## src/rtl/dtti_pkg.sv

```systemverilog
`timescale 1ns / 1ps
// ----------------------------------------------------------------------------
// dtti_pkg
// Types and character constants shared by the decimal text converter.
// ----------------------------------------------------------------------------
package dtti_pkg;

  localparam int unsigned VALUE_W = 32;

  localparam logic [7:0] CH_ZERO  = 8'h30;
  localparam logic [7:0] CH_NINE  = 8'h39;
  localparam logic [7:0] CH_COMMA = 8'h2C;
  localparam logic [7:0] CH_DOT   = 8'h2E;
  localparam logic [7:0] CH_SPACE = 8'h20;
  localparam logic [7:0] CH_MINUS = 8'h2D;
  localparam logic [7:0] CH_PLUS  = 8'h2B;

  localparam logic [VALUE_W-1:0] S32_POS_MAX   = 32'h7FFF_FFFF;
  localparam logic [VALUE_W-1:0] INT32_NEG_MAG = 32'h8000_0000;

  typedef enum logic [1:0] {
    PH_SPACES = 2'd0,
    PH_DIGITS = 2'd1,
    PH_STOP   = 2'd2,
    PH_FAIL   = 2'd3
  } phase_t;

  typedef struct packed {
    logic [7:0] char_code;
    logic       no_char;
    logic       last;
  } in_word_t;

  typedef struct packed {
    logic               ok;
    logic [VALUE_W-1:0] value;
  } out_word_t;

  typedef struct packed {
    logic signed_mode;
  } cfg_word_t;

  typedef struct packed {
    phase_t             phase;
    logic               is_negative;
    logic [VALUE_W-1:0] accumulator;
    logic               overflowed;
    logic               seen_any;
  } parse_st_t;

  localparam parse_st_t PARSE_CLEAR = '{
    phase:       PH_SPACES,
    is_negative: 1'b0,
    accumulator: '0,
    overflowed:  1'b0,
    seen_any:    1'b0
  };

endpackage

```

## src/rtl/dtti_chan_if.sv

```systemverilog
`timescale 1ns / 1ps
// ----------------------------------------------------------------------------
// dtti_chan_if
// Valid/ready channel carrying one word of type T.
// ----------------------------------------------------------------------------
interface dtti_chan_if #(
  parameter type T = logic
) ();
  logic valid;
  logic ready;
  T     data;

  modport source (output valid, output data, input ready);
  modport sink   (input valid, input data, output ready);
endinterface

```

## src/rtl/dtti_step.sv

```systemverilog
`timescale 1ns / 1ps
// ----------------------------------------------------------------------------
// dtti_step
// Parse state update for one character: phase transitions and value*10+digit.
// ----------------------------------------------------------------------------
module dtti_step (
  input  dtti_pkg::parse_st_t cur,
  input  logic [7:0]          char_code,
  input  logic                no_char,
  output dtti_pkg::parse_st_t nxt
);
  import dtti_pkg::*;

  logic        is_digit;
  logic        is_stopper;
  logic        is_sign;
  logic [3:0]  dval;
  logic [35:0] mac;

  assign is_digit   = (char_code >= CH_ZERO) && (char_code <= CH_NINE);
  assign is_stopper = (char_code == CH_COMMA) || (char_code == CH_DOT) ||
                      (char_code == CH_SPACE);
  assign is_sign    = (char_code == CH_PLUS) || (char_code == CH_MINUS);
  // low nibble of '0'..'9' is the digit itself
  assign dval       = char_code[3:0];

  // acc*10 as (acc<<3) + (acc<<1), four guard bits catch the carry out
  assign mac = {1'b0, cur.accumulator, 3'b000} + {3'b000, cur.accumulator, 1'b0} +
               {32'd0, dval};

  always_comb begin
    nxt = cur;
    if (!no_char) begin
      nxt.seen_any = 1'b1;
      case (cur.phase)
        PH_SPACES: begin
          if (char_code == CH_SPACE) begin
            nxt.phase = PH_SPACES;
          end else if (is_sign) begin
            nxt.is_negative = (char_code == CH_MINUS);
            nxt.phase       = PH_DIGITS;
          end else if (is_digit) begin
            nxt.accumulator = mac[31:0];
            nxt.overflowed  = cur.overflowed | (|mac[35:32]);
            nxt.phase       = PH_DIGITS;
          end else if (is_stopper) begin
            nxt.phase = PH_STOP;
          end else begin
            nxt.phase = PH_FAIL;
          end
        end
        PH_DIGITS: begin
          if (is_digit) begin
            nxt.accumulator = mac[31:0];
            nxt.overflowed  = cur.overflowed | (|mac[35:32]);
          end else if (is_stopper) begin
            nxt.phase = PH_STOP;
          end else begin
            nxt.phase = PH_FAIL;
          end
        end
        default: begin
          nxt.phase = cur.phase;  // stopped or failed: rest of string ignored
        end
      endcase
    end
  end

endmodule

```

## src/rtl/dtti_finish.sv

```systemverilog
`timescale 1ns / 1ps
// ----------------------------------------------------------------------------
// dtti_finish
// Forms the result word from the final parse state: range check and sign.
// ----------------------------------------------------------------------------
module dtti_finish (
  input  dtti_pkg::parse_st_t st,
  input  logic                signed_mode,
  output dtti_pkg::out_word_t res
);
  import dtti_pkg::*;

  logic ok_base;
  logic range_bad;
  logic ok;
  logic [VALUE_W-1:0] mag_neg;

  assign ok_base   = st.seen_any && (st.phase != PH_FAIL) && !st.overflowed;
  assign range_bad = st.is_negative ? (st.accumulator > INT32_NEG_MAG)
                                    : (st.accumulator > S32_POS_MAX);
  assign ok        = ok_base && !(signed_mode && range_bad);
  assign mag_neg   = '0 - st.accumulator;

  always_comb begin
    res.ok    = ok;
    res.value = '0;
    if (ok) begin
      res.value = (signed_mode && st.is_negative) ? mag_neg : st.accumulator;
    end
  end

endmodule

```

## src/rtl/decimal_text_to_integer.sv

```systemverilog
`timescale 1ns / 1ps
// ----------------------------------------------------------------------------
// decimal_text_to_integer
// ASCII decimal string to 32-bit integer, one character per word.
// ----------------------------------------------------------------------------
// Takes one character word per clock cycle with no gaps between strings; a
// result word comes out for each word marked last, valid once that word has gone
// through the input register, then the finish register that takes the
// updated parse state, then the output register. The per-character step
// is a shift-add multiply by ten plus the digit on the 32-bit accumulator, so
// the parse-state register sets the rate of one character per cycle. Up to
// two finished results wait in the finish and output registers while new
// characters keep flowing in; a stalled output only blocks the input once
// both hold a result and a further last word reaches the parse stage.
// signed_mode may be written only while no string is in flight.
// ----------------------------------------------------------------------------
module decimal_text_to_integer (
  input logic        clk,
  input logic        rst_n,
  dtti_chan_if.sink   in_ch,
  dtti_chan_if.source out_ch,
  dtti_chan_if.sink   cfg_ch
);
  import dtti_pkg::*;

  logic      signed_mode_r;

  logic      s1_valid_r, s1_valid_nxt;
  in_word_t  s1_word_r;

  parse_st_t st_r, st_nxt;
  parse_st_t st_step;

  logic      fin_valid_r, fin_valid_nxt;
  parse_st_t fin_st_r;

  logic      out_valid_r, out_valid_nxt;
  out_word_t out_word_r;
  out_word_t fin_res;

  logic      out_take;
  logic      fin_ready;
  logic      s1_fire;
  logic      in_fire;
  logic      fin_move;
  logic      s1_end;

  assign out_take  = !out_valid_r || out_ch.ready;
  assign fin_ready = !fin_valid_r || out_take;
  assign s1_fire   = s1_valid_r && (!s1_word_r.last || fin_ready);
  assign s1_end    = s1_fire && s1_word_r.last;
  assign fin_move  = fin_valid_r && out_take;

  assign in_ch.ready  = !s1_valid_r || s1_fire;
  assign in_fire      = in_ch.valid && in_ch.ready;
  assign cfg_ch.ready = 1'b1;

  assign out_ch.valid = out_valid_r;
  assign out_ch.data  = out_word_r;

  dtti_step u_step (
    .cur       (st_r),
    .char_code (s1_word_r.char_code),
    .no_char   (s1_word_r.no_char),
    .nxt       (st_step)
  );

  dtti_finish u_finish (
    .st          (fin_st_r),
    .signed_mode (signed_mode_r),
    .res         (fin_res)
  );

  always_comb begin
    s1_valid_nxt  = in_fire || (s1_valid_r && !s1_fire);
    fin_valid_nxt = s1_end || (fin_valid_r && !out_take);
    out_valid_nxt = fin_move || (out_valid_r && !out_ch.ready);
    st_nxt        = st_r;
    if (s1_fire) begin
      st_nxt = s1_word_r.last ? PARSE_CLEAR : st_step;
    end
  end

  always_ff @(posedge clk) begin
    if (!rst_n) begin
      signed_mode_r <= 1'b0;
      s1_valid_r    <= 1'b0;
      fin_valid_r   <= 1'b0;
      out_valid_r   <= 1'b0;
      st_r          <= PARSE_CLEAR;
    end else begin
      if (cfg_ch.valid) begin
        signed_mode_r <= cfg_ch.data.signed_mode;
      end
      s1_valid_r  <= s1_valid_nxt;
      fin_valid_r <= fin_valid_nxt;
      out_valid_r <= out_valid_nxt;
      st_r        <= st_nxt;
    end
  end

  // payload registers
  always_ff @(posedge clk) begin
    if (in_fire) begin
      s1_word_r <= in_ch.data;
    end
    if (s1_end) begin
      fin_st_r <= st_step;  // state including the last character
    end
    if (fin_move) begin
      out_word_r <= fin_res;
    end
  end

endmodule

```

## src/flat_wrapper.sv

```systemverilog
// flat-port wrapper written by rule: the top's interface ports become plain ports
module decimal_text_to_integer_flat import dtti_pkg::*;
  (clk, rst_n, in_ch_valid, in_ch_data, in_ch_ready, out_ch_valid, out_ch_data, out_ch_ready, cfg_ch_valid, cfg_ch_data, cfg_ch_ready);
  dtti_chan_if #(.T(in_word_t)) in_ch_i ();
  dtti_chan_if #(.T(out_word_t)) out_ch_i ();
  dtti_chan_if #(.T(cfg_word_t)) cfg_ch_i ();
  input logic clk;
  input logic rst_n;
  input wire logic [$bits(in_ch_i.valid)-1:0] in_ch_valid;
  input wire logic [$bits(in_ch_i.data)-1:0] in_ch_data;
  output wire logic [$bits(in_ch_i.ready)-1:0] in_ch_ready;
  output wire logic [$bits(out_ch_i.valid)-1:0] out_ch_valid;
  output wire logic [$bits(out_ch_i.data)-1:0] out_ch_data;
  input wire logic [$bits(out_ch_i.ready)-1:0] out_ch_ready;
  input wire logic [$bits(cfg_ch_i.valid)-1:0] cfg_ch_valid;
  input wire logic [$bits(cfg_ch_i.data)-1:0] cfg_ch_data;
  output wire logic [$bits(cfg_ch_i.ready)-1:0] cfg_ch_ready;
  assign in_ch_i.valid = in_ch_valid;
  assign in_ch_i.data = in_ch_data;
  assign in_ch_ready = in_ch_i.ready;
  assign out_ch_valid = out_ch_i.valid;
  assign out_ch_data = out_ch_i.data;
  assign out_ch_i.ready = out_ch_ready;
  assign cfg_ch_i.valid = cfg_ch_valid;
  assign cfg_ch_i.data = cfg_ch_data;
  assign cfg_ch_ready = cfg_ch_i.ready;
  decimal_text_to_integer u_core (.clk(clk), .rst_n(rst_n), .in_ch(in_ch_i), .out_ch(out_ch_i), .cfg_ch(cfg_ch_i));
endmodule
```

## config.mk

```make
export PLATFORM = sky130hd
export DESIGN_NAME = decimal_text_to_integer_flat
export DESIGN_NICKNAME = d
export VERILOG_FILES = /design/src/rtl/dtti_pkg.sv /design/src/rtl/dtti_chan_if.sv /design/src/rtl/dtti_step.sv /design/src/rtl/dtti_finish.sv /design/src/rtl/decimal_text_to_integer.sv /design/src/flat_wrapper.sv
export SDC_FILE = /design/constraint.sdc
export NUM_CORES = 1
export LEC_CHECK = 0
export BUFFER_PORTS_ARGS = -buffer_cell sky130_fd_sc_hd__buf_2
export CORE_AREA = 2 2 124 126
export CTS_CLUSTER_SIZE = 24
export DETAILED_ROUTE_END_ITERATION = 6
export DIE_AREA = 0 0 126 128
export PLACE_DENSITY = 0.76
export SKIP_LAST_GASP = 1
export SLEW_MARGIN = 20
export SYNTH_ARGS = -nofsm -noshare
export SYNTH_HDL_FRONTEND = slang
export SYNTH_HIERARCHICAL = 1
export SYNTH_SLANG_ARGS = --single-unit
```

## constraint.sdc

```tcl
create_clock -name clk -period 7.3 [get_ports clk]
set_input_delay 0.73 -clock clk [delete_from_list [all_inputs] [get_ports clk]]
set_output_delay 0.73 -clock clk [all_outputs]
set_load 0.02 [all_outputs]
```

==> results.json <==
{
  "status": "finished clean",
  "holdBufCountCts": 0,
  "synthesis.area_mm2": 0.007267,
  "crit_end": "u_core/st_r[1]",
  "cts_made_buffers": 17,
  "cts_setup_buffers": 0,
  "gp_congestion": 0.9353,
  "dr.pass1.iters": 5,
  "die_y_um": 128,
  "ys_seq_elements": 121,
  "p_sw_share_pct": 22.20,
  "syn2layout_area_growth_pct": 13.46,
  "dp.final_hpwl_mm": 11.13,
  "synth_top_area_cell": "edfxtp_1",
  "synth-async-reset-ratio_pct": 0,
  "port_buffers": 50,
  "dr_total_vias": 5468,
  "finalClockSkew_ns": 0.01591,
  "critPathCaptureType": "register",
  "grt_overflow": 0,
  "first_iter_violations": 492,
  "layout_common_cells": "edfxtp_1, ha_1, nand2_1",
  "final_util_pct": 55.47,
  "avgSynthCellArea_um2": 10.46,
  "combPwrFrac_pct": 3.5,
  "synth_fp_nets": 777,
  "r2r_slack_ns": 3.62,
  "pwr-share-seq_pct": 46.2,
  "synth_edf_count": 80,
  "rr_endpoint": "u_core/st_r[1]",
  "cts_resized": 0,
  "nets": 826,
  "grt_max_degree": 65,
  "slew_headroom_pct": 32.58,
  "hold_violations": 0,
  "core-area_mm2": 0.01486,
  "fp.dieArea_mm2": 0.01613,
  "finalSetupViolCount": 0,
  "grt.total_usage_pct": 20.35,
  "path_class": "register to register",
  "p_int_mw": 1.277,
  "postSynthCellCount": 695,
  "required_ns": 7.66,
  "start_util_pct": 48.89,
  "htree_num_levels": 4,
  "fillers": 1298,
  "max-vdd-ir-drop_uv": 179.5,
  "startpoint": "u_core/s1_word_r[5]",
  "r2r-start": "u_core/s1_word_r[5]",
  "drv_cap": 0,
  "ys_types": 70,
  "mostFrequentLayoutCell": "edfxtp_1",
  "cts_root_buf": "clkbuf_16",
  "ys_warn_count": 6,
  "path_max_fanout": 7,
  "hold_path.class": "register to register",
  "min_period_ns": 3.678,
  "rsz0062_at_grt": "no",
  "ys_seq_area_share_pct": 44.35,
  "wirelength_mm": 15.77,
  "vias_per_cell": 5.786,
  "slew_violations": 0,
  "antenna_found_initial": 0,
  "yosys-top-cells-area": "edfxtp_1, dfxtp_1, ha_1",
  "clockBufferDepth": 2,
  "drc": 0,
  "switching_power_mw": 0.3645,
  "wl_per_cell_um": 16.69,
  "yosys_most_used_dff": "edfxtp_1",
  "synth_top_area_share_pct": 33.06,
  "grt_pass1_vias": 5297,
  "ios": 52,
  "clk_pin_slew_ns": 0.06,
  "arrival_ns": 4.04,
  "antennaDiodeCount": 0,
  "rr_worst_depth": 13,
  "leakagePower_nw": 3.268,
  "fmax_ghz": 0.2719,
  "fp-row-count": 45,
  "clock_power_share_pct": 50.3,
  "critPathLaunchType": "register",
  "drive_above_1_share_pct": 19.15,
  "finalCritPeriodShare_pct": 50.39,
  "p_per_area_mw_per_mm2": 199.1,
  "clk_latency_ns": 0.42,
  "detail-route-antenna-nets": 0,
  "cts_tree": "yes",
  "fin_setup_tns_ns": 0,
  "worst_slew_pin_slew_ns": 1.004,
  "cts.sinks": 121,
  "fp.dieW_um": 126,
  "grt_pass1_wl_mm": 26.20
}
## critical path, stage by stage (launching register included)
cell and delay, ns:
edfxtp_1 0.46, inv_1 0.11, fa_1 0.41, inv_1 0.12, fa_1 0.24, a211oi_1 0.10, o21ai_2 0.24, o211ai_1 0.15
a31oi_1 0.44, a21oi_2 0.15, o41ai_1 0.39, mux2_2 0.38, a32oi_1 0.26, a22o_1 0.19
## power by group through the flow
stage	clock network [mW]	logic (mW)	registers, mW
2_1_floorplan	0	0.0388	0.772
3_3_place_gp	0	0.0541	0.771
3_5_place_dp	0	0.0553	0.772
4_1_cts	0.839	0.0557	0.758
5_1_grt	0.872	0.0637	0.760
6_report	0.826	0.0581	0.758
## registers in the layout (all words and copies together) (netlist names)
register / flops
u_core/fin_st_r: 37
u_core/out_ch.valid: 1
u_core/s1_valid_r: 1
u_core/signed_mode_r: 1
u_core/fin_valid_r: 1
u_core/s1_word_r: 10
u_core/out_ch.data: 33
u_core/st_r: 37
## cell usage after synthesis, types with 2 or more instances
cell type / n
buf_4: 2
or3_1: 5
or4_1: 5
o31a_1: 2
a22o_2: 26
o211ai_1: 5
nor3_1: 16
inv_1: 22
o21ai_2: 3
o21ai_0: 46
nor4_1: 8
clkbuf_1: 10
a21oi_2: 4
a31o_2: 3
a21oi_1: 45
or2_2: 4
nor3b_1: 5
buf_2: 5
a22o_1: 11
nand4_1: 8
edfxtp_1: 80
a41oi_1: 3
a21o_1: 8
o41ai_1: 4
fa_1: 2
mux2_2: 6
nor2b_1: 6
xnor2_1: 33
and2_1: 3
nand3_1: 12
nor2_1: 57
buf_6: 7
o31ai_1: 5
a211oi_1: 5
ha_1: 64
nand2_1: 60
a31oi_1: 9
o21a_1: 3
o21bai_1: 2
nand2b_1: 5
xor2_1: 17
dfxtp_1: 41
## layer usage
| layer | track usage (%) | routed length (um) | up-vias | part of all wire, % |
|---|---|---|---|---|
| li1 | - | - | 2726 | - |
| met2 | 33.74 | 7623 | 143 | 48 |
| met4 | 8.274 | 214 | 0 | 1.4 |
| met3 | 3.798 | 612 | 22 | 3.9 |
| met5 | 0 | 0 | - | 0 |
| met1 | 26.40 | 7320 | 2577 | 46 |
## per-stage QoR
| stage | total power, mW | cell area (um2) | setup slack, ns | hold WS (ns) | std cells |
|---|---|---|---|---|---|
| after detailed placement | 0.8272 | 7632 | 3.646 | 0.4517 | 912 |
| after global placement | 0.8253 | 7632 | 3.741 | 0.4495 | 912 |
| after floorplan | 0.8107 | 7267 | 3.972 | 0.4336 | 695 |
| after global routing | 1.695 | 8245 | 3.311 | 0.4700 | 945 |
| final | 1.642 | 8245 | 3.622 | 0.4679 | 945 |
| after CTS | 1.653 | 8218 | 3.634 | 0.4696 | 944 |
## logic make-up (layout without fill, tap and decap cells)
family                     count (synthesis)  count (layout)  share of synthesized area, %
and+or+nand+nor                          204             204                         13.79
DFF                                      121             121                         44.35
buffers and inverters                     46             108                         3.289
AOI/OAI and AO/OA                        200             200                         19.85
adders and majority gates                 66              66                         11.57
xor gates and xnor gates                  50              50                         6.026
muxes                                      7               7                         1.067
other                                      1               1                       0.05160
## how the worst min path moves through the flow
stage	start	endpoint	slack, ns	cells after the start
floorplan	u_core/st_r[0]	u_core/st_r[0]	0.43	1
global placement	u_core/st_r[0]	u_core/st_r[0]	0.45	1
detailed placement	u_core/st_r[0]	u_core/st_r[0]	0.45	1
CTS	u_core/st_r[0]	u_core/st_r[0]	0.47	1
global route	in_ch_data[0]	u_core/s1_word_r[0]	0.47	1
finish	u_core/st_r[0]	u_core/st_r[0]	0.47	1
## area by class of cell
type                       instances  area (um2)  area share [%]
sequential                       121        3223           39.09
timing repair buffer              54       300.3           3.642
multi-input combinational        528        3819           46.31
clock buffer                      18       439.2           5.326
tap                              188       235.2           2.853
clock inverter                    14       146.4           1.775
inverter                          22       82.58           1.002
Power figures use the tool's default switching activity.
